--- src/hdl/cpk_pkg.sv ---
package cpk_pkg;

    localparam int COORD_W = 12;
    localparam int SUM_W   = 40;
    localparam int CNT_W   = 18;
    localparam int MEAN_W  = 12;
    localparam int THR_W   = 21;
    localparam int CFG_IDX_W = 3;

    localparam logic [CFG_IDX_W-1:0] CFG_CENTER_X    = 3'd0;
    localparam logic [CFG_IDX_W-1:0] CFG_CENTER_Y    = 3'd1;
    localparam logic [CFG_IDX_W-1:0] CFG_HALF_WIDTH  = 3'd2;
    localparam logic [CFG_IDX_W-1:0] CFG_HALF_HEIGHT = 3'd3;
    localparam logic [CFG_IDX_W-1:0] CFG_DIST_THR    = 3'd4;

    typedef struct packed {
        logic [7:0]  luma;
        logic [7:0]  chroma_blue;
        logic [7:0]  chroma_red;
        logic [11:0] col;
        logic [11:0] row;
        logic        pass_kind;
        logic        frame_start;
    } t_pix_in;

    typedef struct packed {
        logic [7:0] red;
        logic [7:0] green;
        logic [7:0] blue;
        logic       keyed;
    } t_pix_out;

    typedef enum logic [3:0] {
        ST_IDLE,
        ST_CONV,
        ST_GATHER,
        ST_DIV_START,
        ST_DIV_RUN,
        ST_DIV_STORE,
        ST_DIST,
        ST_EMIT
    } t_state;

endpackage

--- src/hdl/cpk_divider.sv ---
module cpk_divider
    import cpk_pkg::*;
#(
    parameter int DEN_W = 28
) (
    input  logic                    i_clk,
    input  logic                    i_rst_n,
    input  logic                    i_start,
    input  logic [SUM_W-1:0]        i_num,
    input  logic [DEN_W-1:0]        i_den,
    output logic [SUM_W-1:0]        o_quot,
    output logic                    o_busy,
    output logic                    o_done
);
    localparam int STEP_W = $clog2(SUM_W + 1);

    logic [SUM_W-1:0]  r_quot;
    logic [DEN_W:0]    r_rem;
    logic [DEN_W-1:0]  r_den;
    logic [STEP_W-1:0] r_step;
    logic              r_busy;
    logic              r_done;
    logic [DEN_W:0]    n_trial;
    logic              n_ge;

    // restoring division, one quotient bit a cycle
    always_comb begin
        n_trial = {r_rem[DEN_W-1:0], r_quot[SUM_W-1]};
        n_ge    = n_trial >= {1'b0, r_den};
    end

    always_ff @(posedge i_clk) begin
        if (!i_rst_n) begin
            r_busy <= 1'b0;
            r_done <= 1'b0;
            r_step <= '0;
        end else begin
            r_done <= 1'b0;
            if (i_start) begin
                r_busy <= 1'b1;
                r_step <= STEP_W'(SUM_W);
            end else if (r_busy) begin
                r_step <= r_step - 1'b1;
                if (r_step == STEP_W'(1)) begin
                    r_busy <= 1'b0;
                    r_done <= 1'b1;
                end
            end
        end
    end

    always_ff @(posedge i_clk) begin
        if (i_start) begin
            r_quot <= i_num;
            r_rem  <= '0;
            r_den  <= i_den;
        end else if (r_busy) begin
            r_rem  <= n_ge ? n_trial - {1'b0, r_den} : n_trial;
            r_quot <= {r_quot[SUM_W-2:0], n_ge};
        end
    end

    assign o_quot = r_quot;
    assign o_busy = r_busy;
    assign o_done = r_done;
endmodule

--- src/hdl/color_pick_key_filter_unit.sv ---
// color pick key filter: pixels arrive as yuv with their column and row. a
// gather-pass transaction (pass_kind 0) converts the pixel to rgb (bt.601,
// fixed point with FRAC_BITS fraction bits) and adds it to window sums when it
// lies strictly inside the window around (center_x, center_y); it produces no
// output. a key-pass transaction (pass_kind 1) produces one output: the
// clamped rgb when the window is not empty and its squared distance to the
// window mean is below distance_threshold, otherwise gray (y,y,y). one shared
// multiplier does every product, so the input is ready only in the idle state.
// a gather pixel holds the input off after its accept for the five conversion
// products, the landing of the last product and the window update, so a new
// pixel is taken only once the last one is through. a key pixel then adds the
// distance steps (three squares and a drain) and an emit step; the emit step
// repeats while an earlier result still waits in the output register. the
// first key pixel after a gather pass also forms the mean with one bit-serial
// divider: three divisions, each of start, 40 quotient bits, done and store.
module color_pick_key_filter_unit
    import cpk_pkg::*;
#(
    parameter int FRAC_BITS  = 10
) (
    input  logic                 i_clk,
    input  logic                 i_rst_n,
    input  logic                 i_in_valid,
    output logic                 o_in_ready,
    input  t_pix_in              i_in_data,
    output logic                 o_out_valid,
    input  logic                 i_out_ready,
    output t_pix_out             o_out_data,
    input  logic                 i_cfg_we,
    input  logic [CFG_IDX_W-1:0] i_cfg_index,
    input  logic [THR_W-1:0]     i_cfg_data
);
    // coefficients round(c * 2^FRAC_BITS)
    localparam int K_Y  = ((1164 << FRAC_BITS) + 500) / 1000;
    localparam int K_RV = ((1596 << FRAC_BITS) + 500) / 1000;
    localparam int K_GU = ((392  << FRAC_BITS) + 500) / 1000;
    localparam int K_GV = ((813  << FRAC_BITS) + 500) / 1000;
    localparam int K_BU = ((2017 << FRAC_BITS) + 500) / 1000;
    localparam int COLOR_W = 32;   // signed fixed-point colour, ample
    localparam int MUL_W = 20;     // operand width, holds the largest coefficient
    localparam int DEN_W = CNT_W + FRAC_BITS;

    // configuration
    logic [COORD_W-1:0] r_center_x, r_center_y;
    logic [7:0]         r_half_width, r_half_height;
    logic [THR_W-1:0]   r_dist_thr;

    always_ff @(posedge i_clk) begin
        if (!i_rst_n) begin
            r_center_x    <= '0;
            r_center_y    <= '0;
            r_half_width  <= 8'd30;
            r_half_height <= 8'd15;
            r_dist_thr    <= THR_W'(8000);
        end else if (i_cfg_we) begin
            case (i_cfg_index)
                CFG_CENTER_X:    r_center_x    <= i_cfg_data[COORD_W-1:0];
                CFG_CENTER_Y:    r_center_y    <= i_cfg_data[COORD_W-1:0];
                CFG_HALF_WIDTH:  r_half_width  <= i_cfg_data[7:0];
                CFG_HALF_HEIGHT: r_half_height <= i_cfg_data[7:0];
                CFG_DIST_THR:    r_dist_thr    <= i_cfg_data;
                default: ;
            endcase
        end
    end

    // sequencer state
    t_state r_state, n_state;
    logic [2:0] r_cnt;              // product or channel index
    t_pix_in    r_pix;
    logic signed [COLOR_W-1:0] r_r, r_g, r_b;
    logic signed [SUM_W-1:0]   r_sum_r, r_sum_g, r_sum_b;
    logic [CNT_W-1:0]          r_count;
    logic signed [MEAN_W-1:0]  r_mean_r, r_mean_g, r_mean_b;
    logic                      r_mean_ready;
    logic [47:0]               r_dist_full;
    logic                      r_out_valid;
    t_pix_out                  r_out;

    // shared multiplier: signed x signed, registered product
    logic signed [MUL_W-1:0]   n_ma, n_mb;
    logic signed [2*MUL_W-1:0] r_prod;

    logic signed [9:0] dy, du, dv;
    assign dy = $signed({2'b00, r_pix.luma}) - 10'sd16;
    assign du = $signed({2'b00, r_pix.chroma_blue}) - 10'sd128;
    assign dv = $signed({2'b00, r_pix.chroma_red}) - 10'sd128;

    // nearest-integer colour (half up) for the distance
    function automatic logic signed [COLOR_W-1:0] near_int(logic signed [COLOR_W-1:0] v);
        logic signed [COLOR_W-1:0] t;
        t = v + COLOR_W'(1 <<< (FRAC_BITS - 1));
        return t >>> FRAC_BITS;
    endfunction

    function automatic logic [7:0] out_chan(logic signed [COLOR_W-1:0] v);
        logic signed [COLOR_W-1:0] i;
        i = v >>> FRAC_BITS;
        if (v < 0) return 8'd0;
        if (i > 255) return 8'd255;
        return i[7:0];
    endfunction

    logic signed [COLOR_W-1:0] n_err;
    always_comb begin
        case (r_cnt)
            3'd0:    n_err = COLOR_W'(r_mean_r) - near_int(r_r);
            3'd1:    n_err = COLOR_W'(r_mean_g) - near_int(r_g);
            default: n_err = COLOR_W'(r_mean_b) - near_int(r_b);
        endcase
    end

    // multiplier operand selection
    always_comb begin
        n_ma = '0;
        n_mb = '0;
        if (r_state == ST_CONV) begin
            case (r_cnt)
                3'd0:    begin n_ma = MUL_W'(K_Y);  n_mb = MUL_W'(dy); end
                3'd1:    begin n_ma = MUL_W'(K_RV); n_mb = MUL_W'(dv); end
                3'd2:    begin n_ma = MUL_W'(K_GU); n_mb = MUL_W'(du); end
                3'd3:    begin n_ma = MUL_W'(K_GV); n_mb = MUL_W'(dv); end
                default: begin n_ma = MUL_W'(K_BU); n_mb = MUL_W'(du); end
            endcase
        end else begin
            n_ma = MUL_W'(n_err);
            n_mb = MUL_W'(n_err);
        end
    end

    // divider
    logic               div_start;
    logic               div_busy;
    logic               div_done;
    logic [SUM_W-1:0]   div_num;
    logic [SUM_W-1:0]   div_quot;
    logic signed [SUM_W-1:0] cur_sum;
    logic [DEN_W-1:0]   den;

    always_comb begin
        case (r_cnt)
            3'd0:    cur_sum = r_sum_r;
            3'd1:    cur_sum = r_sum_g;
            default: cur_sum = r_sum_b;
        endcase
        den = {r_count, {FRAC_BITS{1'b0}}};
        // |s| + d/2, ties away from zero
        div_num = (cur_sum < 0 ? SUM_W'(-cur_sum) : SUM_W'(cur_sum))
                  + SUM_W'(den >> 1);
    end

    cpk_divider #(.DEN_W(DEN_W)) u_div (
        .i_clk   (i_clk),
        .i_rst_n (i_rst_n),
        .i_start (div_start),
        .i_num   (div_num),
        .i_den   (den),
        .o_quot  (div_quot),
        .o_busy  (div_busy),
        .o_done  (div_done)
    );

    logic signed [MEAN_W-1:0] n_mean;
    always_comb begin
        if (div_quot > SUM_W'(2048))
            n_mean = cur_sum < 0 ? -12'sd2048 : 12'sd2047;
        else if (div_quot == SUM_W'(2048))
            n_mean = cur_sum < 0 ? -12'sd2048 : 12'sd2047;
        else
            n_mean = cur_sum < 0 ? -$signed(div_quot[MEAN_W-1:0])
                                 : $signed(div_quot[MEAN_W-1:0]);
    end

    // window test, signed
    logic in_win;
    always_comb begin
        logic signed [COORD_W+2:0] c, r, cx, cy, hw, hh;
        c  = $signed({3'b000, r_pix.col});
        r  = $signed({3'b000, r_pix.row});
        cx = $signed({3'b000, r_center_x});
        cy = $signed({3'b000, r_center_y});
        hw = $signed({7'd0, r_half_width});
        hh = $signed({7'd0, r_half_height});
        in_win = (r > cy - hh) && (r < cy + hh) && (c > cx - hw) && (c < cx + hw);
    end

    // next state
    always_comb begin
        n_state = r_state;
        case (r_state)
            ST_IDLE:      if (i_in_valid && o_in_ready) n_state = ST_CONV;
            // five products, then a step for the last one to land
            ST_CONV:      if (r_cnt == 3'd5) n_state = ST_GATHER;
            ST_GATHER: begin
                if (!r_pix.pass_kind)                n_state = ST_IDLE;
                else if (r_count == '0)             n_state = ST_EMIT;
                else if (!r_mean_ready)             n_state = ST_DIV_START;
                else                                n_state = ST_DIST;
            end
            ST_DIV_START: n_state = ST_DIV_RUN;
            ST_DIV_RUN:   if (div_done) n_state = ST_DIV_STORE;
            ST_DIV_STORE: n_state = (r_cnt == 3'd2) ? ST_DIST : ST_DIV_START;
            ST_DIST:      if (r_cnt == 3'd3) n_state = ST_EMIT;
            ST_EMIT:      if (!r_out_valid || i_out_ready) n_state = ST_IDLE;
            default:      n_state = ST_IDLE;
        endcase
    end

    // outputs of the sequencer
    always_comb begin
        div_start  = (r_state == ST_DIV_START);
        o_in_ready = (r_state == ST_IDLE);
    end

    always_ff @(posedge i_clk) begin
        if (!i_rst_n) begin
            r_state      <= ST_IDLE;
            r_cnt        <= '0;
            r_sum_r      <= '0;
            r_sum_g      <= '0;
            r_sum_b      <= '0;
            r_count      <= '0;
            r_mean_r     <= '0;
            r_mean_g     <= '0;
            r_mean_b     <= '0;
            r_mean_ready <= 1'b0;
            r_out_valid  <= 1'b0;
        end else begin
            r_state <= n_state;
            // a new result loads as the waiting one leaves
            if (r_state == ST_EMIT && (!r_out_valid || i_out_ready))
                r_out_valid <= 1'b1;
            else if (r_out_valid && i_out_ready)
                r_out_valid <= 1'b0;
            case (r_state)
                ST_IDLE: begin
                    r_cnt <= '0;
                    if (i_in_valid) r_pix <= i_in_data;
                end
                ST_CONV: begin
                    r_cnt <= r_cnt + 1'b1;
                end
                ST_GATHER: begin
                    r_cnt <= '0;
                    if (!r_pix.pass_kind) begin
                        r_mean_ready <= 1'b0;
                        if (in_win) begin
                            r_sum_r <= (r_pix.frame_start ? '0 : r_sum_r) + SUM_W'(r_r);
                            r_sum_g <= (r_pix.frame_start ? '0 : r_sum_g) + SUM_W'(r_g);
                            r_sum_b <= (r_pix.frame_start ? '0 : r_sum_b) + SUM_W'(r_b);
                            r_count <= (r_pix.frame_start ? '0 : r_count) + 1'b1;
                        end else if (r_pix.frame_start) begin
                            r_sum_r <= '0;
                            r_sum_g <= '0;
                            r_sum_b <= '0;
                            r_count <= '0;
                        end
                    end
                end
                ST_DIV_STORE: begin
                    case (r_cnt)
                        3'd0:    r_mean_r <= n_mean;
                        3'd1:    r_mean_g <= n_mean;
                        default: begin
                            r_mean_b     <= n_mean;
                            r_mean_ready <= 1'b1;
                        end
                    endcase
                    r_cnt <= (r_cnt == 3'd2) ? 3'd0 : r_cnt + 1'b1;
                end
                ST_DIST: begin
                    r_cnt <= r_cnt + 1'b1;
                end
                default: ;
            endcase
        end
    end

    // multiplier pipeline: product is registered and lands in the cycle after the operands
    logic r_prod_v;
    logic [2:0] r_prod_idx;
    logic r_prod_conv;
    always_ff @(posedge i_clk) begin
        r_prod      <= n_ma * n_mb;
        r_prod_v    <= (r_state == ST_CONV && r_cnt != 3'd5) ||
                       (r_state == ST_DIST && r_cnt != 3'd3);
        r_prod_idx  <= r_cnt;
        r_prod_conv <= (r_state == ST_CONV);
    end

    // accumulate products into colours and the distance
    always_ff @(posedge i_clk) begin
        if (r_prod_v && r_prod_conv) begin
            case (r_prod_idx)
                3'd0: begin
                    r_r <= COLOR_W'(r_prod);
                    r_g <= COLOR_W'(r_prod);
                    r_b <= COLOR_W'(r_prod);
                end
                3'd1: r_r <= r_r + COLOR_W'(r_prod);
                3'd2: r_g <= r_g - COLOR_W'(r_prod);
                3'd3: r_g <= r_g - COLOR_W'(r_prod);
                default: r_b <= r_b + COLOR_W'(r_prod);
            endcase
        end
        if (r_prod_v && !r_prod_conv) begin
            if (r_prod_idx == 3'd0) r_dist_full <= 48'(r_prod);
            else                    r_dist_full <= r_dist_full + 48'(r_prod);
        end
        if (r_state == ST_EMIT && (!r_out_valid || i_out_ready)) begin
            if (r_count != '0 && r_dist_full < 48'(r_dist_thr)) begin
                r_out.red   <= out_chan(r_r);
                r_out.green <= out_chan(r_g);
                r_out.blue  <= out_chan(r_b);
                r_out.keyed <= 1'b1;
            end else begin
                r_out.red   <= r_pix.luma;
                r_out.green <= r_pix.luma;
                r_out.blue  <= r_pix.luma;
                r_out.keyed <= 1'b0;
            end
        end
    end

    assign o_out_valid = r_out_valid;
    assign o_out_data  = r_out;

`ifndef SYNTH
    // an input transaction is taken only from the idle state
    a_accept_idle: assert property (@(posedge i_clk) disable iff (!i_rst_n)
        (i_in_valid && o_in_ready) |-> (r_state == ST_IDLE))
        else $error("input accepted outside idle");

    // the divider is started only while idle
    a_div_start: assert property (@(posedge i_clk) disable iff (!i_rst_n)
        div_start |-> !div_busy)
        else $error("divider restarted while busy");

    // a new result never overwrites one still waiting
    a_no_overwrite: assert property (@(posedge i_clk) disable iff (!i_rst_n)
        (r_out_valid && !i_out_ready) |=> (r_out_valid && $stable(o_out_data)))
        else $error("pending result lost");
`endif
endmodule
--- config.mk ---
export PLATFORM = sky130hd
export DESIGN_NAME = color_pick_key_filter_unit
export DESIGN_NICKNAME = d
export VERILOG_FILES = /design/src/hdl/cpk_pkg.sv /design/src/hdl/cpk_divider.sv /design/src/hdl/color_pick_key_filter_unit.sv
export SDC_FILE = /design/constraint.sdc
export NUM_CORES = 2
export LEC_CHECK = 0
export BUFFER_PORTS_ARGS = -buffer_cell sky130_fd_sc_hd__buf_4
export CORE_MARGIN = 2
export CORE_UTILIZATION = 59
export CTS_CLUSTER_DIAMETER = 50
export DETAILED_ROUTE_END_ITERATION = 12
export MAX_ROUTING_LAYER = met4
export PLACE_DENSITY = 0.82
export SYNTH_ARGS = -nofsm -noshare
export SYNTH_HDL_FRONTEND = slang
export SYNTH_SLANG_ARGS = --single-unit
--- constraint.sdc ---
create_clock -name i_clk -period 8.99 [get_ports i_clk]
set_input_delay 0 -clock i_clk [delete_from_list [all_inputs] [get_ports i_clk]]
set_output_delay 0 -clock i_clk [all_outputs]
set_load 0.05 [all_outputs]
Word level (Yosys, flattened, before mapping)
Cells that the tools add are included.
Widths: inputs -> output; s select.

word-level totals
  register bits after elaboration = 602
  bits of input ports = 79

operators by class
  multiply operators = 1
  reduce and logical (&&, ||, !) cells = 50
  equality and inequality tests = 29
  bitwise operators = 5
  add/subtract/negate cells = 27
  $lt $le $gt $ge = 14
  mux-type cells = 83

operator list
  cell                    number
  $mux 40                 9
  $pmux 32 s2             3
  $add 40x40->40          3
  $lt 32x1->1 const B     3
  $mux 8                  12
  $add 30x11->30 const B  3
  $pmux 20 s2             2
  $pmux 40 s2             1
  $gt 22x9->1 const B     3
  $add 32x32->32          2
  $sub 12x20->20          3
  $add 48x48->48          1
  $lt 48x21->1            1
  $mux 12                 4
  $mux 48                 1
  $pmux 12 s4             1
  $add 40x27->40          1
  $eq 40x12->1 const B    1
  $gt 40x12->1 const B    1
  $lt 40x1->1 const B     1
  $mul 20x20->40          1
  $mux 20                 2
  $neg 40->40             1
  $mux 18                 2
  other kinds (48)        147

Depth between registers and ports, before layout
  word-level depth = 10
  mapped depth = 45
  depth with buffers taken out = 44

Cells and area by module
Synthesis repeated with hierarchy kept, for this count alone.

second synthesis, totals
  cell total of the unflattened synthesis = 7,313
  area, all modules = 62,092.1 um^2

modules (own cells, without submodules)
  module                      times used  cells an instance  seq. area each (um^2)  area an instance (um^2)
  color_pick_key_filter_unit  1           6,735              12,341.8               56,227.7
  cpk_divider                 1           578                2,762.6                5,864.4

Worst setup path before layout
No wires, ideal clock.

  path kind = register -> register
  start point = register r_r[9]
  end point = register r_prod[39]
  path slack = -817 ps
  library setup time = 72 ps
  arrival = 9,735 ps
  path buffers = 2
  stages on the path, launching flop included = 37
  clock period less this slack = 9,807 ps
  path through = edfxtp_1 > ha_1 > xnor2_1 > ha_1 > nor2b_1 > o21a_1 > o21ai_0 > a211oi_1 > a31o_2 > o31ai_1 > mux2i_1 > o21ai_0 > a31oi_1 > or2_2 > clkbuf_1 > clkbuf_1 > nand2_1 > fa_1 > fa_1 > fa_1 > fa_1 > fa_1 > fa_1 > fa_1 > inv_1 > ha_1 > a21o_1 > a21o_1 > a21o_1 > a21oi_1 > nor2_1 > a221o_1 > o41a_1 > o2111ai_1 > nand4b_1 > a21oi_1 > xnor2_1

between the ends
  cells in the longest elaborated chain, start to end = 5

ends and longest elaborated chain
  item                      RTL line                           source
  start: declaration        color_pick_key_filter_unit.sv:71   logic signed [COLOR_W-1:0] r_r, r_g, r_b;
  start signal: assignment  color_pick_key_filter_unit.sv:296  r_r <= COLOR_W'(r_prod);
  start signal: assignment  color_pick_key_filter_unit.sv:300  3'd1: r_r <= r_r + COLOR_W'(r_prod);
  $add 30x11->30 *          color_pick_key_filter_unit.sv:92   t = v + COLOR_W'(1 <<< (FRAC_BITS - 1));
  $sub 12x20->20 *          color_pick_key_filter_unit.sv:107  3'd0: n_err = COLOR_W'(r_mean_r) - near_int(r_r);
  $pmux 20 s2 *             color_pick_key_filter_unit.sv:106  case (r_cnt)
  $mux 20                   color_pick_key_filter_unit.sv:117  if (r_state == ST_CONV) begin
  $mul 20x20->40 *          color_pick_key_filter_unit.sv:284  r_prod <= n_ma * n_mb;
  end signal: assignment    color_pick_key_filter_unit.sv:284
  end: declaration          color_pick_key_filter_unit.sv:82   logic signed [2*MUL_W-1:0] r_prod;

Mark *: on every way between the ends. The rest lies on a longest branch, timed or not.
A chain may end at the register's enable or synchronous reset.

Final worst setup path
  start point = register r_r[9]
  end point = register r_prod[37]

The elaborated chain is that of the path after synthesis.

==> flow_summary.json <==
{
  "status": "complete, but fails checks",
  "violations": "capacitance limit, slew limit, setup timing",
  "htreeDepth": 3,
  "drt.antenna.violating_nets": 0,
  "worst-slew-pin-transition_ns": 1.81,
  "wl_met1_mm": 91.9,
  "synth-main-ff-cell": "sky130_fd_sc_hd__dfxtp_1",
  "gate_count_of_the_mapped_netlist": 7345,
  "wl_mm": 231,
  "first_global_vias": 57800,
  "grt_pass1_wl_mm": 347,
  "clock-root-buffer": "sky130_fd_sc_hd__clkbuf_16",
  "ys_warn_count": 0,
  "overflow": 0,
  "path_delay_family": "adder cells",
  "antenna_found_initial": 23,
  "final-max-slew-violation-count": 3,
  "clock_tree.buffer_depth": 3,
  "min_path_type": "input pin to register",
  "clkSinkCount": 601,
  "worst_setup_ep_type": "register",
  "detail_route.drc_violations": 0,
  "core_area_mm2": 0.103,
  "instances_no_fill": 9554,
  "area_growth_syn_to_layout_pct": 21.9,
  "achievable-frequency_ghz": 0.101,
  "topRoutingLayerUsed": "met4",
  "setup_viol_count_final": 22,
  "post_synth.cell_area_avg_um2": 8.39,
  "gp_congestion": 1.07,
  "ys_types": 89,
  "worstSetupStartpointType": "register",
  "worstSkewPairLatency_ns": 0.70,
  "firstDrtPassIters": 8,
  "arrival_ns": 10.48,
  "dr_wl_met2_mm": 101,
  "tritoncts.num_buffers": 84,
  "netlist_area_mm2": 0.0616,
  "timing.final.hold_violations": 0,
  "grt_setup_unrepaired": "true",
  "synth_enable_flop_cells": 277,
  "finalNetCount": 9168,
  "worst_path_max_delay_cell": "sky130_fd_sc_hd__fa_1",
  "routed-via-count": 59300,
  "clk_pin_slew_ns": 0.07,
  "synth_nets": 8429,
  "instance_count_after_placement_with_tap_cells_included": 9218,
  "postSynth.asyncResetShare": 0,
  "synth_seq_area_share": 0.240,
  "worst-setup-path-type": "register to register",
  "io_buffers": 105,
  "final_period_minus_worst_setup_slack_ns": 9.86,
  "floorplan.die.height_um": 327,
  "drt_iter0_drc": 6769,
  "timing.slew.headroom": -0.217,
  "fin_worst_skew_ns": 0.0507,
  "io_pins": 106,
  "place_worst_setup_slack_ns": -1.15,
  "fp-row-count": 118,
  "fillCellCount": 7946,
  "final_critical_path_setup_slack_ns": -0.868,
  "full_die_area_mm2": 0.107,
  "gr-usage-all-layers": 0.439,
  "critPathMaxStageDelay_ns": 0.55,
  "ratio_of_cells_with_drive_above_1_in_the_final_layout": 0.170,
  "min_period_over_period": 1.10,
  "initial_utilization": 0.595,
  "viasPerCell": 6.21,
  "wl_per_cell_um": 24.2,
  "max_cap_violations": 1,
  "ys_ff_latch": 601,
  "tritoncts": "yes",
  "cp_buf_inv_count": 8,
  "path_common_cell": "sky130_fd_sc_hd__fa_1",
  "worstPathMaxFanout": 6,
  "dp_hpwl_mm": 181,
  "grt_max_degree": 126,
  "chipWidth_um": 327,
  "wire_length_on_met3_mm": 25.0,
  "timing.critical_path.required_ns": 9.61
}
[layout make-up]
| class | count | area (um2) | share of cell area |
|---|---|---|---|
| multi-input combinational | 5742 | 45000 | 0.599 |
| sequential | 601 | 14800 | 0.197 |
| timing repair buffer | 935 | 7760 | 0.103 |
| inverter | 720 | 2720 | 0.0363 |
| clock buffer | 103 | 2380 | 0.0317 |
| tap | 1380 | 1730 | 0.0230 |
| clock inverter | 53 | 619 | 0.00825 |
| antenna | 20 | 50.0 | 0.000667 |
[repair_timing]
item	CTS	global route
gates resized for setup	255	122
endpoints found under the setup margin	25	25
hold endpoints to repair	121	0
pin swaps	198	96
hold buffers	87	0
setup buffers	57	26
[kinds of logic after synthesis]
family | Yosys count | synth area share
buffers and inverters | 1002 | 0.0619
adders and majority gates | 1005 | 0.257
DFF | 601 | 0.240
muxes | 38 | 0.00632
and+or+nand+nor | 2327 | 0.176
xor gates and xnor gates | 468 | 0.0665
AOI/OAI and AO/OA | 1904 | 0.192
[layer usage]
| metal | global-route usage | vias up |
|---|---|---|
| met1 | 0.561 | 28700 |
| li1 | - | 26900 |
| met3 | 0.110 | 644 |
| met4 | 0.202 | 0 |
| met5 | - | - |
| met2 | 0.655 | 3000 |
[stage by stage]
step	hold WS (ns)	utilization	TNS, ns	instance area [um2]
2_1_floorplan	0.0989	-	-0.0335	62100
3_3_place_gp	0.178	0.665	-16.76	68800
3_5_place_dp	0.180	0.665	-18.77	68800
4_1_cts	0.00252	0.718	-5.21	74300
5_1_grt	0.0369	0.725	-15.07	75100
6_report	0.0274	0.725	-9.54	75100
[state kept, by name (all words and copies together), names as in the netlist, 18 cells and up]
name	flops
r_r	32
r_sum_g	40
r_b	32
r_g	32
o_out_data	25
r_pix	50
u_div.r_den	18
r_sum_r	40
r_count	18
r_prod	40
r_dist_full	48
r_sum_b	40
r_dist_thr	21
u_div.o_quot	40
u_div.r_rem	28
[final timing paths]
path,from,endpoint,slack (ns),cells past startpoint
setup / recovery,r_r[9]$_DFFE_PP_,r_prod[37]$_DFF_P_,-0.87,40
hold / removal,i_in_data[48],r_pix[48]$_DFFE_PP_,0.03,2
setup reg to reg,r_r[9]$_DFFE_PP_,r_prod[37]$_DFF_P_,-0.87,40
hold reg to reg,r_cnt[1]$_SDFFE_PN0P_,r_prod_idx[1]$_DFF_P_,0.42,0
[synth_stat cells, types with 185 or more instances]
| cell | n | area [um2] |
|---|---|---|
| sky130_fd_sc_hd__a21o_1 | 188 | 1410 |
| sky130_fd_sc_hd__a21oi_1 | 581 | 2910 |
| sky130_fd_sc_hd__clkbuf_1 | 232 | 871 |
| sky130_fd_sc_hd__dfxtp_1 | 324 | 6490 |
| sky130_fd_sc_hd__edfxtp_1 | 277 | 8320 |
| sky130_fd_sc_hd__fa_1 | 435 | 8710 |
| sky130_fd_sc_hd__ha_1 | 570 | 7130 |
| sky130_fd_sc_hd__inv_1 | 717 | 2690 |
| sky130_fd_sc_hd__nand2_1 | 877 | 3290 |
| sky130_fd_sc_hd__nand3_1 | 194 | 971 |
| sky130_fd_sc_hd__nor2_1 | 559 | 2100 |
| sky130_fd_sc_hd__nor2b_1 | 186 | 1160 |
| sky130_fd_sc_hd__o21ai_0 | 476 | 2380 |
| sky130_fd_sc_hd__xnor2_1 | 283 | 2480 |
| sky130_fd_sc_hd__xor2_1 | 185 | 1620 |
[cell usage in the layout, fill, tap and decap left out, drive strengths merged, types with 50 or more instances in the layout]
| cell | netlist | final |
|---|---|---|
| dfxtp | 324 | 324 |
| nor4 | 54 | 54 |
| buf | 50 | 848 |
| o21bai | 71 | 71 |
| nor2 | 559 | 559 |
| xor2 | 185 | 185 |
| o21ai | 485 | 485 |
| nand2b | 92 | 92 |
| a21oi | 581 | 581 |
| nor3 | 84 | 84 |
| a211oi | 61 | 61 |
| clkbuf | 232 | 103 |
| dlygate4sd3 | 0 | 87 |
| a21o | 188 | 188 |
| nand2 | 878 | 878 |
| nand3 | 194 | 194 |
| nor2b | 186 | 186 |
| inv | 717 | 734 |
| xnor2 | 283 | 283 |
| and3 | 60 | 60 |
| o21a | 78 | 78 |
| fa | 435 | 435 |
| a31oi | 78 | 78 |
| a22oi | 50 | 50 |
| edfxtp | 277 | 277 |
| ha | 570 | 570 |
[worst reg2reg max path, delay by kind of cell, from the launching register on]
family,cells,cell delay (ns)
AND/OR/NAND/NOR,7,1.28
buffers and inverters,8,0.74
adder cells (fa/ha/maj),10,4.09
AO/OA/AOI/OAI,12,2.64
XOR/XNOR,3,0.57
flip-flops,1,0.47
Power is not shown: default switching activity piles up to over one toggle a cycle in this logic, so the estimate is an artifact.
